[config.mk]
export PLATFORM = sky130hd
export DESIGN_NAME = mdf_front
export DESIGN_NICKNAME = d
export VERILOG_FILES = /design/src/rtl/mdf_pkg.sv /design/src/rtl/mdf_front.sv
export SDC_FILE = /design/constraint.sdc
export NUM_CORES = 1
export LEC_CHECK = 0
export ABC_AREA = 1
export BUFFER_PORTS_ARGS = -buffer_cell sky130_fd_sc_hd__buf_2
export CORE_AREA = 2 2 77 79
export DETAILED_ROUTE_END_ITERATION = 10
export DIE_AREA = 0 0 79 81
export PLACE_DENSITY = 0.77
export SETUP_SLACK_MARGIN = 0.15
export SLEW_MARGIN = 20
export SYNTH_ARGS = -nofsm -noshare
export SYNTH_HDL_FRONTEND = slang
export SYNTH_SLANG_ARGS = --single-unit
[constraint.sdc]
create_clock -name i_clk -period 1.3 [get_ports i_clk]
set_input_delay 0.065 -clock i_clk [delete_from_list [all_inputs] [get_ports i_clk]]
set_output_delay 0.065 -clock i_clk [all_outputs]
set_load 0.01 [all_outputs]
[src/rtl/mdf_pkg.sv]
// Shared types, constants and CRC helpers for the message duplicate filter.
// No dependencies; the files that use it refer to it by scoped names.
`default_nettype none

package mdf_pkg;

    // Field widths
    localparam int AREA_W       = 4;
    localparam int CRC_W        = 16;
    localparam int BYTE_W       = 8;
    localparam int FILTER_IDX_W = 10;
    localparam int FILTER_BYTES = 1024;

    // CRC-16/CCITT settings
    localparam logic [CRC_W-1:0] CRC_INIT = 16'hFFFF;
    localparam logic [CRC_W-1:0] CRC_POLY = 16'h1021;

    // Special byte codes
    localparam logic [BYTE_W-1:0] BYTE_KLUDGE  = 8'h01;
    localparam logic [BYTE_W-1:0] BYTE_TAB     = 8'h09;
    localparam logic [BYTE_W-1:0] BYTE_LF      = 8'h0A;
    localparam logic [BYTE_W-1:0] BYTE_CR      = 8'h0D;
    localparam logic [BYTE_W-1:0] BYTE_SPACE   = 8'h20;
    localparam logic [BYTE_W-1:0] BYTE_SOFT_CR = 8'h8D;
    localparam logic [BYTE_W-1:0] BYTE_NUL     = 8'h00;

    // Job queue between front and back
    localparam int QUEUE_DEPTH = 4;
    localparam int QPTR_W      = 2;

    typedef enum logic [2:0] {
        CMD_START  = 3'd0,
        CMD_BODY   = 3'd1,
        CMD_HEADER = 3'd2,
        CMD_CHECK  = 3'd3,
        CMD_INSERT = 3'd4
    } t_cmd;

    // One filter job: a check (read a bit) or an insert (set a bit)
    typedef struct packed {
        logic              is_insert;
        logic [AREA_W-1:0] area;
        logic [CRC_W-1:0]  sig;
        logic [CRC_W-1:0]  crc_header;
    } t_job;

    // Table entry of the byte-wise CRC: the top byte pushed through 8 shifts
    function automatic logic [CRC_W-1:0] crc_tab(input logic [BYTE_W-1:0] idx);
        logic [CRC_W-1:0] c;
        c = {idx, 8'h00};
        for (int i = 0; i < 8; i++) begin
            if (c[CRC_W-1]) begin
                c = {c[CRC_W-2:0], 1'b0} ^ CRC_POLY;
            end else begin
                c = {c[CRC_W-2:0], 1'b0};
            end
        end
        return c;
    endfunction

    // Advance a CRC by one byte
    function automatic logic [CRC_W-1:0] crc_byte(input logic [CRC_W-1:0] crc,
                                                  input logic [BYTE_W-1:0] b);
        return {crc[7:0], 8'h00} ^ crc_tab(crc[15:8] ^ b);
    endfunction

    // Whitespace: tab to CR, and space
    function automatic logic is_blank(input logic [BYTE_W-1:0] b);
        return b inside {BYTE_SPACE, [BYTE_TAB:BYTE_CR]};
    endfunction

endpackage

`default_nettype wire

[src/rtl/mdf_front.sv]
// Front end: takes input words, runs the body and header CRCs and hands
// check and insert jobs to the queue. Depends on mdf_pkg.
`default_nettype none

module mdf_front (
    input  wire logic                         i_clk,
    input  wire logic                         i_rst_n,
    input  wire logic                         i_accept,
    input  wire logic [2:0]                   i_command,
    input  wire logic [mdf_pkg::BYTE_W-1:0]   i_data_byte,
    input  wire logic [mdf_pkg::AREA_W-1:0]   i_area,
    input  wire logic [mdf_pkg::CRC_W-1:0]    i_sig_value,
    output logic                              o_push,
    output mdf_pkg::t_job                     o_job
);

    logic [mdf_pkg::CRC_W-1:0] r_body_crc, n_body_crc;
    logic [mdf_pkg::CRC_W-1:0] r_header_crc, n_header_crc;
    logic                      r_skipping, n_skipping;
    logic                      skip_after;

    // Skip state after this byte: a kludge marker opens, a line end closes
    always_comb begin
        skip_after = r_skipping;
        if (i_data_byte == mdf_pkg::BYTE_KLUDGE) begin
            skip_after = 1'b1;
        end else if (i_data_byte inside {mdf_pkg::BYTE_CR, mdf_pkg::BYTE_LF,
                                         mdf_pkg::BYTE_SOFT_CR}) begin
            skip_after = 1'b0;
        end
    end

    // Next CRC and skip state per command
    always_comb begin
        n_body_crc   = r_body_crc;
        n_header_crc = r_header_crc;
        n_skipping   = r_skipping;
        o_push       = 1'b0;
        if (i_accept) begin
            case (i_command)
                mdf_pkg::CMD_START: begin
                    n_body_crc   = mdf_pkg::CRC_INIT;
                    n_header_crc = mdf_pkg::CRC_INIT;
                    n_skipping   = 1'b0;
                end
                mdf_pkg::CMD_BODY: begin
                    n_skipping = skip_after;
                    if (!skip_after && !mdf_pkg::is_blank(i_data_byte)) begin
                        n_body_crc = mdf_pkg::crc_byte(r_body_crc, i_data_byte);
                    end
                end
                mdf_pkg::CMD_HEADER: begin
                    if (i_data_byte != mdf_pkg::BYTE_NUL) begin
                        n_header_crc = mdf_pkg::crc_byte(r_header_crc, i_data_byte);
                    end
                end
                mdf_pkg::CMD_CHECK,
                mdf_pkg::CMD_INSERT: begin
                    o_push = 1'b1;
                end
                default: begin
                end
            endcase
        end
    end

    // Build the job: a check carries the current body CRC
    always_comb begin
        o_job.is_insert  = (i_command == mdf_pkg::CMD_INSERT);
        o_job.area       = i_area;
        o_job.sig        = (i_command == mdf_pkg::CMD_INSERT) ? i_sig_value : r_body_crc;
        o_job.crc_header = r_header_crc;
    end

    // Hold the signature state
    always_ff @(posedge i_clk) begin
        if (!i_rst_n) begin
            r_body_crc   <= mdf_pkg::CRC_INIT;
            r_header_crc <= mdf_pkg::CRC_INIT;
            r_skipping   <= 1'b0;
        end else begin
            r_body_crc   <= n_body_crc;
            r_header_crc <= n_header_crc;
            r_skipping   <= n_skipping;
        end
    end

endmodule

`default_nettype wire

==> metrics.yaml <==
grt.total_usage: 0.238
syn_area_per_cell_um2: 6.17
slew_viol_final: 0
crit_family: "buffers and inverters"
ant_nets: 0
cts_tree: "yes"
clock_latency_ps: 300
dp_hpwl_um: 5560
crit_path_max_fanout: 5
ir_drop_uv: 522
synthCells: 422
min_period_over_period: 0.989
io-pin-count: 72
num_antenna_cells: 0
seq_area_frac_synth: 0.254
min_path_type: "primary input to output port"
synth_top_area_frac: 0.254
numCtsBuffers: 5
final_cell_mix: "nand2_1, buf_2, nand2_2"
grt_pass1_wl_um: 12200
drt_wl_total_um: 8800
crit_path_end_kind: "output port"
core_region_area_um2: 5680
slowest_delay_ps: 230
syn_to_final_growth_pct: 49.3
drive_gt1_frac: 0.479
synthDominantAreaCellType: "dfxtp_1"
min_period_ps: 1290
route.detailed.drc: 0
htree_levels: 2
async_flop_share: 0
initial_core_util: 0.459
fin_cells: 597
drt_iter0_markers: 294
die-area_um2: 6400
clock_skew_ps: 13.5
max_clock_freq_mhz: 778
finalWorstSetupSlack_ps: 14.8
p_per_area_nw_per_um2: 776
routedWlPerCell_um: 14.7
cp_slowest_cell: "nor3_4"
fin_util: 0.685
grt_pass1_vias: 2660
preCtsSetupSlack_ps: -153
clk_path_buf_depth: 2
dp.cells: 570
gp_congestion: 0.881
synth_edf_count: 0
final_common_cell: "nand2_1"
cp_data_required_time_ps: 1240
ys.flop_type: "dfxtp_1"
portBuffers: 63
status: "finished, final reports clean"
startpoint_type: "primary input"
max_slew_margin: 0.697
yosys_warnings: 0
cts.sinks: 33
yosys-top-cells-area: "dfxtp_1, nand2_1, nand3_1"
synth_nets: 456
path_cells: "buf_2 -> buf_6 -> nor3_4 -> buf_6 -> buf_12 -> nand2_1 -> o21ai_0 -> buf_2"
synth_area_um2: 2600
routed-via-count: 3265
tightest_slew_ps: 454
arrival_ps: 1220
overflow: 0
ys_ff_latch: 33
drtPass1Iterations: 5
rows: 28
crit_buf_inv: 5
nNetsFinal: 555
viasPerCell: 5.47
fp.dieW_um: 79
root_buffer: "clkbuf_8"
antenna_found_initial: 0
final-setup-viol-count: 0
path_class: "primary input to output port"
synth_cell_types: 31
drv_cap: 0
holdWs_ps: 130
die_y_um: 81
hold_viol: 0
rsz0062_at_grt: "yes"
leakage_uw: 0.00197
grt_max_degree: 35
per-stage QoR:
step	power, uW	setup TNS, ps	cell area, um^2
global placement	1950	-727	3220
finish	3010	0	3890
global route	3160	0	3890
detailed placement	1970	-1930	3220
floorplan	1670	0	2640
CTS	2860	0	3550
per-layer routing:
layer  share of wire  global-route usage  up-vias
li1                -                   -     1555
met1            0.42               0.319     1507
met2            0.48               0.392      174
met3           0.082              0.0400       29
met4           0.027              0.0759        0
met5               0                   0        -
area by class of cell:
cell class / count / area, um^2
Clock buffer: 5 / 68.8
Clock inverter: 3 / 17.5
Fill cell: 460 / 1790
Inverter: 44 / 170
Multi-Input combinational cell: 323 / 1980
Sequential cell: 33 / 697
Tap cell: 75 / 93.8
Timing Repair Buffer: 114 / 861
worst paths after layout:
check	from	to	slack [ps]	depth (start not counted)
setup / recovery	i_command[1]	o_job[22]	10	8
hold / removal	i_area[0]	o_job[32]	130	0
setup reg to reg	r_header_crc[11]	r_header_crc[8]	60	6
hold reg to reg	r_body_crc[4]	r_body_crc[4]	490	2
kinds of logic after synthesis:
logic type / after synthesis / share of synthesized area
XOR/XNOR: 15 / 0.0533
AND/OR/NAND/NOR: 269 / 0.494
AO/OA/AOI/OAI: 39 / 0.0841
buffers and inverters: 66 / 0.114
flip-flops: 33 / 0.254
state kept, by name (all words and copies together) (netlist names):
| register | cells |
|---|---|
| r_skipping | 1 |
| r_header_crc | 16 |
| r_body_crc | 16 |
report_power, final:
group / total, uW / internal (uW) / switching [uW]
registers: 1120 / 1060 / 58.7
logic: 1120 / 492 / 624
clock network: 783 / 370 / 413
Yosys cell counts (2+ instances only):
library cell  instances
nand2_1             164
nand3_1              38
inv_1                36
dfxtp_1              33
nand4_1              18
o21ai_0              17
nand2_2              14
nor2_1               13
nand3_2              12
o21ai_1              12
buf_2                10
xnor2_1              10
inv_2                 8
o211ai_1              5
buf_4                 4
clkbuf_1              4
xor2_1                4
buf_6                 3
o22ai_1               3
nor3_2                2
nor3_4                2
timing repair:
| item | in CTS | in global routing |
|---|---|---|
| gates resized for setup | 51 | 58 |
| gates cloned | 0 | 3 |
| setup endpoints to repair | 27 | 47 |
| pin swaps | 17 | 42 |
| buffers inserted | 8 | 8 |
| hold buffers | 0 | 0 |
No activity file was read; power rests on OpenSTA's default activity.
