[src/rtl/mdf_pkg.sv]
// Shared types, constants and CRC helpers for the message duplicate filter.
// No dependencies; the files that use it refer to it by scoped names.
`default_nettype none

package mdf_pkg;

    // Field widths
    localparam int AREA_W       = 4;
    localparam int CRC_W        = 16;
    localparam int BYTE_W       = 8;
    localparam int FILTER_IDX_W = 10;
    localparam int FILTER_BYTES = 1024;

    // CRC-16/CCITT settings
    localparam logic [CRC_W-1:0] CRC_INIT = 16'hFFFF;
    localparam logic [CRC_W-1:0] CRC_POLY = 16'h1021;

    // Special byte codes
    localparam logic [BYTE_W-1:0] BYTE_KLUDGE  = 8'h01;
    localparam logic [BYTE_W-1:0] BYTE_TAB     = 8'h09;
    localparam logic [BYTE_W-1:0] BYTE_LF      = 8'h0A;
    localparam logic [BYTE_W-1:0] BYTE_CR      = 8'h0D;
    localparam logic [BYTE_W-1:0] BYTE_SPACE   = 8'h20;
    localparam logic [BYTE_W-1:0] BYTE_SOFT_CR = 8'h8D;
    localparam logic [BYTE_W-1:0] BYTE_NUL     = 8'h00;

    // Job queue between front and back
    localparam int QUEUE_DEPTH = 4;
    localparam int QPTR_W      = 2;

    typedef enum logic [2:0] {
        CMD_START  = 3'd0,
        CMD_BODY   = 3'd1,
        CMD_HEADER = 3'd2,
        CMD_CHECK  = 3'd3,
        CMD_INSERT = 3'd4
    } t_cmd;

    // One filter job: a check (read a bit) or an insert (set a bit)
    typedef struct packed {
        logic              is_insert;
        logic [AREA_W-1:0] area;
        logic [CRC_W-1:0]  sig;
        logic [CRC_W-1:0]  crc_header;
    } t_job;

    // Table entry of the byte-wise CRC: the top byte pushed through 8 shifts
    function automatic logic [CRC_W-1:0] crc_tab(input logic [BYTE_W-1:0] idx);
        logic [CRC_W-1:0] c;
        c = {idx, 8'h00};
        for (int i = 0; i < 8; i++) begin
            if (c[CRC_W-1]) begin
                c = {c[CRC_W-2:0], 1'b0} ^ CRC_POLY;
            end else begin
                c = {c[CRC_W-2:0], 1'b0};
            end
        end
        return c;
    endfunction

    // Advance a CRC by one byte
    function automatic logic [CRC_W-1:0] crc_byte(input logic [CRC_W-1:0] crc,
                                                  input logic [BYTE_W-1:0] b);
        return {crc[7:0], 8'h00} ^ crc_tab(crc[15:8] ^ b);
    endfunction

    // Whitespace: tab to CR, and space
    function automatic logic is_blank(input logic [BYTE_W-1:0] b);
        return b inside {BYTE_SPACE, [BYTE_TAB:BYTE_CR]};
    endfunction

endpackage

`default_nettype wire

[src/rtl/mdf_queue.sv]
// Short job queue between the front end and the filter back end.
// Depends on mdf_pkg for the job type and depth.
`default_nettype none

module mdf_queue (
    input  wire logic          i_clk,
    input  wire logic          i_rst_n,
    input  wire logic          i_push,
    input  wire mdf_pkg::t_job i_job,
    output logic               o_full,
    input  wire logic          i_pop,
    output logic               o_valid,
    output mdf_pkg::t_job      o_job
);

    mdf_pkg::t_job                 r_slot [mdf_pkg::QUEUE_DEPTH];
    logic [mdf_pkg::QPTR_W-1:0]    r_wr_ptr;
    logic [mdf_pkg::QPTR_W-1:0]    r_rd_ptr;
    logic [mdf_pkg::QPTR_W:0]      r_count;

    assign o_full  = (r_count == (mdf_pkg::QPTR_W+1)'(mdf_pkg::QUEUE_DEPTH));
    assign o_valid = (r_count != '0);
    assign o_job   = r_slot[r_rd_ptr];

    // Store pushed jobs
    always_ff @(posedge i_clk) begin
        if (i_push) begin
            r_slot[r_wr_ptr] <= i_job;
        end
    end

    // Advance pointers and occupancy
    always_ff @(posedge i_clk) begin
        if (!i_rst_n) begin
            r_wr_ptr <= '0;
            r_rd_ptr <= '0;
            r_count  <= '0;
        end else begin
            if (i_push) begin
                r_wr_ptr <= r_wr_ptr + 1'b1;
            end
            if (i_pop) begin
                r_rd_ptr <= r_rd_ptr + 1'b1;
            end
            if (i_push && !i_pop) begin
                r_count <= r_count + 1'b1;
            end else if (!i_push && i_pop) begin
                r_count <= r_count - 1'b1;
            end
        end
    end

endmodule

`default_nettype wire

[config.mk]
export PLATFORM = sky130hd
export DESIGN_NAME = mdf_queue
export DESIGN_NICKNAME = d
export VERILOG_FILES = /design/src/rtl/mdf_pkg.sv /design/src/rtl/mdf_queue.sv
export SDC_FILE = /design/constraint.sdc
export NUM_CORES = 1
export LEC_CHECK = 0
export BUFFER_PORTS_ARGS = -buffer_cell sky130_fd_sc_hd__buf_2
export CAP_MARGIN = 20
export CORE_ASPECT_RATIO = 1.5
export CORE_MARGIN = 3
export CORE_UTILIZATION = 51
export CTS_CLUSTER_SIZE = 14
export DETAILED_ROUTE_END_ITERATION = 12
export PLACE_DENSITY = 0.73
export SYNTH_ARGS = -nofsm -noshare
export SYNTH_HDL_FRONTEND = slang
export SYNTH_SLANG_ARGS = --single-unit
export TNS_END_PERCENT = 5
[constraint.sdc]
create_clock -name i_clk -period 1.9 [get_ports i_clk]
set_input_delay 0.19 -clock i_clk [delete_from_list [all_inputs] [get_ports i_clk]]
set_output_delay 0.19 -clock i_clk [all_outputs]
set_load 0.01 [all_outputs]
==> metrics.md, run 1 <==
| Metric | Value |
|---|---|
| Worst-Skew Late Latency | 0.40 ns |
| Initial DRC count | 132 |
| Hpwl dp | 5.85 mm |
| WL/cell | 18.1 um |
| Placement Cell Area | 6450 sq um |
| Post-route ant nets | 0 |
| Initial antenna violation count | 0 |
| Die Ht | 137 um |
| Final nets | 419 |
| CTS Buf Count | 17 |
| Outcome | finished, violations left |
| CTS tree | built |
| Max-slew violation count | 0 |
| Overflow after GRT | 0 |
| H-tree lvl count | 4 |
| Yosys top cell by area | edfxtp_1 |
| R2r setup slk | 0.33 ns |
| Worst flop-to-flop path startpoint | r_count[0]$_SDFFE_PN0P_ |
| Port bufs | 79 |
| Final worst setup slack | -0.0301 ns |
| Share of layout cells above drive strength 1 | 0.408 |
| Final cell count without fillers | 532 |
| HP Start | i_job[12] |
| Area contributors post-synth | edfxtp_1, mux4_2, mux4_1, dfxtp_1, ha_1 |
| RR Endpoint | r_count[2]$_SDFFE_PN0P_ |
| Critical path's largest stage delay | 0.49 ns |
| Fin crit period | 1.93 ns |
| Gate Count Post-Synth | 236 |
| Synth Net Count | 283 |
| Critical Path Start Type | flop |
| Die area | 12800 sq um |
| Routed WL | 9.62 mm |
| Vias per Instance | 5.17 |
| CP Capture Type | output port |
| Dominant synthesized flop cell | edfxtp_1 |
| Worst Path Class, Setup | reg -> out |
| NetSw | 1.66 mW |
| Post-Syn Area per Cell | 24.8 sq um |
| Arrival time of the worst setup path | 1.74 ns |
| Finished layout cell area | 7400 sq um |
| Top post-synthesis cells by count | edfxtp_1, mux4_2, and2_1, dfxtp_1, mux4_1 |
| Yosys Warn Count | 0 |
| Placer congestion estimate | 0.691 |
| Post-synthesis sequential area ratio | 0.792 |
| CP max-delay cell | mux4_2 |
| Min-Delay Endpoint | r_slot[0][12]$_DFFE_PP_ |
| Rel. slew slack | 0.629 |
| Row count | 47 |
| Maximum vdd drop | 0.000667 V |
| Synth top area share | 0.761 |
| Final Util | 0.666 |
| First-pass GRT wire length | 15.2 mm |
| Count leader, synth | edfxtp_1 |
| Met3 routed WL | 415 um |
| Num Clock Sinks | 157 |
| Worst Path Max Fanout | 11 |
| Total GRT Usage | 0.165 |
| FMAX | 518 MHz |
| # IOs | 80 |
| Clock skew | 0.00489 ns |
| Static Leak | 2.59 nW |
| DR top layer | met4 |
| WL met1 | 3.86 mm |
| Sw frac | 0.204 |
| Final setup viols | 14 |
| Failing checks | negative setup slack |
| PD cells | 1100 nW/um^2 |
| Worst Tran Pin Value | 0.556 ns |
| Hold path depth | 1 |
| Mapped Area | 5840 sq um |
| Routed via count | 2753 |
| Met2 WL post-DR | 5.21 mm |
| Combinational power share | 0.102 |
| Max-cap viol count | 0 |
| Layout area overhead | 26.7% |
| Drt drc | 0 |
| Core footprint | 11100 sq um |
| Reg2reg path depth | 4 |
| Flops & latches, synth | 157 |
| Clock Path Buffers | 2 |
| Worst endpoint required time | 1.71 ns |
| DP Worst Slack | 0.0928 ns |
| Async SR Flop Fraction | 0 |
| Cells after DPL | 464 |
| Worst min path class | in -> reg |
| RSZ-0062 raised after global routing | yes |
| Number of global-route vias before repair | 3000 |
| Pwr Total | 8.12 mW |
| Largest net degree at the start of global routing | 38 |
| Initial core utilization | 0.526 |
| Cells along the critical path | bufbuf_16 -> mux4_2 -> buf_2 |
| TNS Setup | -0.260 ns |
| Flop pwr share | 0.496 |
| Clk root buf | clkbuf_16 |
| Fin. Hold Viols | 0 |
| Int Power | 6.46 mW |
| 1st-pass router iterations | 5 |
| Die Span X | 93.4 um |
| EDFF count, synth | 148 |
| N_diodes | 0 |
| Clock slew at reported path FFs | 0.06 ns |
| Clock power frac | 0.403 |
| Hold WS | 0.0125 ns |
| Post-synth cell types | 21 |
| Final Cycle Share | 1.02 |
| # fillers | 739 |
[routing by layer]
metal | global-route usage | vias to the layer above
li1 | - | 1260
met1 | 0.193 | 1407
met2 | 0.281 | 77
met3 | 0.0462 | 9
met4 | 0.0750 | 0
met5 | 0 | -
[worst max path at each step]
stage                                  start                       to  depth (start not counted)
floorplan           r_wr_ptr[0]$_SDFFE_PN0P_   r_slot[2][0]$_DFFE_PP_                          3
global placement    r_wr_ptr[0]$_SDFFE_PN0P_  r_slot[0][15]$_DFFE_PP_                          3
detailed placement  r_wr_ptr[0]$_SDFFE_PN0P_  r_slot[0][22]$_DFFE_PP_                          3
CTS                                     flop                o_job[28]                          3
global route                            flop                 o_job[9]                          3
finish                                  flop                o_job[28]                          3
[repair_timing]
item / 4_1_cts / 5_1_grt
hold buffers: 35 / 0
buffers inserted: 0 / 0
cloned: 1 / 0
hold endpoints to repair: 139 / 0
setup endpoints to repair: 15 / 28
gates resized for setup: 4 / 3
[state kept, by name, indices dropped and copies added, names as in the netlist, named ones only]
name      cells
r_wr_ptr      2
r_count       3
r_rd_ptr      2
r_slot      148
[cells by family after synthesis]
group,after synthesis,share of synthesized area
muxes,39,0.151
xor gates and xnor gates,5,0.00750
AOI/OAI and AO/OA,2,0.00214
and+or+nand+nor,15,0.0158
buffers and inverters,12,0.0182
DFF,157,0.792
adders and majority gates,6,0.0141
[power by group through the flow]
stage               sequential, mW  combinational (mW)  clock, mW
floorplan                     4.08               0.480          0
global placement              4.08               0.751          0
detailed placement            4.10               0.763          0
CTS                           4.03               0.843       3.32
global route                  4.04               0.901       3.46
finish                        4.02               0.825       3.27
[final cells by class]
class	instances	area (sq um)	area share
clock buffer	21	440	0.0595
clock inverter	11	144	0.0194
inverter	4	15.0	0.00203
multi-input combinational	67	1100	0.148
sequential	157	4630	0.625
tap	147	184	0.0248
timing repair buffer	125	891	0.120
[layout by cell type (no fill, tap or decap), drive strengths merged, types with 3 or more instances in the layout]
cell,n
inv,4
dfxtp,9
dlygate4sd3,35
clkbuf,21
bufinv,3
xor2,3
edfxtp,148
clkinv,6
mux4,37
and2,9
buf,89
ha,5
[worst max-delay path, delay by kind of cell, from the launching register on]
| kind | cells | cell delay (ns) |
|---|---|---|
| flops | 1 | 0.38 |
| mux | 1 | 0.49 |
| buf+inv | 2 | 0.45 |
Note: power is estimated with default switching activity, not from simulation.
==> run 2, diff against run 1 <==
==> constraint.sdc (replaced) <==
create_clock -name i_clk -period 1.9 [get_ports i_clk]
set_input_delay 0.19 -clock i_clk [delete_from_list [all_inputs] [get_ports i_clk]]
set_output_delay 0.19 -clock i_clk [all_outputs]
set_load 0.02 [all_outputs]
==> metrics.md, run 2 (synthesized netlist as in run 1, its figures left out) <==
| Metric | Value |
|---|---|
| Port bufs | 79 |
| Die Ht | 137 um |
| CP Capture Type | output port |
| Worst-Skew Late Latency | 0.41 ns |
| Worst Tran Pin Value | 0.561 ns |
| Routed WL | 9.69 mm |
| Clock skew | 0.00808 ns |
| Overflow after GRT | 0 |
| Max reg flops | 148 |
| Cells after DPL | 462 |
| Initial DRC count | 167 |
| WL/cell | 18.2 um |
| Drt drc | 0 |
| 1st-pass router iterations | 4 |
| Maximum vdd drop | 0.00105 V |
| Vias per Instance | 5.13 |
| Final nets | 419 |
| Failing checks | negative setup slack |
| Worst min path class | in -> reg |
| # fillers | 701 |
| Final Util | 0.671 |
| Number of global-route vias before repair | 2990 |
| Most common cell after layout, fill and taps aside | edfxtp_1 |
| Worst Path Class, Setup | reg -> out |
| N_diodes | 0 |
| Clock slew at reported path FFs | 0.06 ns |
| CTS Buf Count | 17 |
| Critical Path Start Type | flop |
| Most frequent cells in the layout | edfxtp_1, buf_2, dlygate4sd3_1 |
| FMAX | 518 MHz |
| Initial antenna violation count | 0 |
| Layout area overhead | 27.7% |
| Postcts setup bufs | 0 |
| Post-route ant nets | 0 |
| Max-cap viol count | 0 |
| Clock power frac | 0.396 |
| Worst Path Max Fanout | 16 |
| Largest net degree at the start of global routing | 38 |
| Final Cycle Share | 1.02 |
| Final setup viols | 10 |
| Row count | 47 |
| DP Worst Slack | 0.0794 ns |
| First-pass GRT wire length | 15.6 mm |
| Flop pwr share | 0.488 |
| Pwr Total | 8.25 mW |
| Largest Register | r_slot |
| Sw frac | 0.217 |
| Final cell count without fillers | 532 |
| Initial core utilization | 0.526 |
| Hold WS | 0.0803 ns |
| CTS tree | built |
| Placer congestion estimate | 0.688 |
| H-tree lvl count | 4 |
| Static Leak | 2.60 nW |
| PD cells | 1110 nW/um^2 |
| # IOs | 80 |
| Arrival time of the worst setup path | 1.74 ns |
| Worst endpoint required time | 1.71 ns |
| NetSw | 1.79 mW |
| Outcome | finished, violations left |
| Finished layout cell area | 7460 sq um |
| Share of layout cells above drive strength 1 | 0.397 |
| Fin. Hold Viols | 0 |
| Die Span X | 93.4 um |
| Die area | 12800 sq um |
| Max-slew violation count | 0 |
| Largest registers | r_slot x148, r_count x3 |
| Fin crit period | 1.93 ns |
| Clock Path Buffers | 2 |
| Int Power | 6.46 mW |
| Hpwl dp | 5.69 mm |
| Num Clock Sinks | 157 |
| Placement Cell Area | 6460 sq um |
| Rel. slew slack | 0.626 |
| Combinational power share | 0.116 |
| TNS Setup | -0.149 ns |
| Final worst setup slack | -0.0300 ns |
| Routed via count | 2731 |
| RSZ-0062 raised after global routing | yes |
| Total GRT Usage | 0.168 |
| Core footprint | 11100 sq um |
| Clk root buf | clkbuf_16 |
==> run 2: changes by cell type in the layout (fill, tap and decap cells not counted), sizes merged <==
cell	delta
clkbuf	-3
dlygate4sd3	+2
buf	-1
bufbuf	-1
clkinv	+1
clkinvlp	+1
inv	+1
==> run 2: layout make-up <==
cell class | count | area (sq um) | share of cell area
Multi-Input combinational cell | 67 | 1100 | 0.148
Inverter | 4 | 15.0 | 0.00201
Clock buffer | 18 | 429 | 0.0575
Clock inverter | 14 | 149 | 0.0200
Sequential cell | 157 | 4630 | 0.621
Tap cell | 147 | 184 | 0.0247
Timing Repair Buffer | 125 | 950 | 0.127
==> run 2: what timing repair did <==
item,in CTS,in global routing
gates resized for setup,7,11
pin swaps,0,0
setup endpoints to repair,23,35
cloned,1,0
endpoints found under the hold margin,147,0
hold buffers,37,0
==> run 2: worst paths after layout <==
path                                                  to  slack (ns)  cells past startpoint                    start
worst max-delay path                            o_job[6]       -0.03                      3                     flop
worst min-delay path            r_rd_ptr[0]$_SDFFE_PN0P_        0.08                      2                  i_rst_n
worst max register to register   r_count[2]$_SDFFE_PN0P_        0.37                      4  r_count[0]$_SDFFE_PN0P_
worst min register to register   r_count[2]$_SDFFE_PN0P_        0.52                      2  r_count[2]$_SDFFE_PN0P_
==> run 2: power by group through the flow <==
stage	clock, mW	sequential, mW	combinational [mW]
after global placement	0	4.08	0.857
after CTS	3.34	4.03	0.952
after detailed placement	0	4.10	0.868
after floorplan	0	4.08	0.585
final	3.27	4.03	0.953
after global routing	3.50	4.04	1.03
==> run 2: metal layers <==
metal | global-route usage | routed length (um) | share of wire
met5 | 0 | 0 | 0
met4 | 0.0693 | 153 | 0.016
met3 | 0.0462 | 401 | 0.041
met2 | 0.279 | 5180 | 0.53
met1 | 0.209 | 3960 | 0.41
==> run 2: critical path: stages (launching register included) <==
cell and delay, ns:
dfxtp_4 0.41, buf_12 0.19, mux4_2 0.54, buf_2 0.18
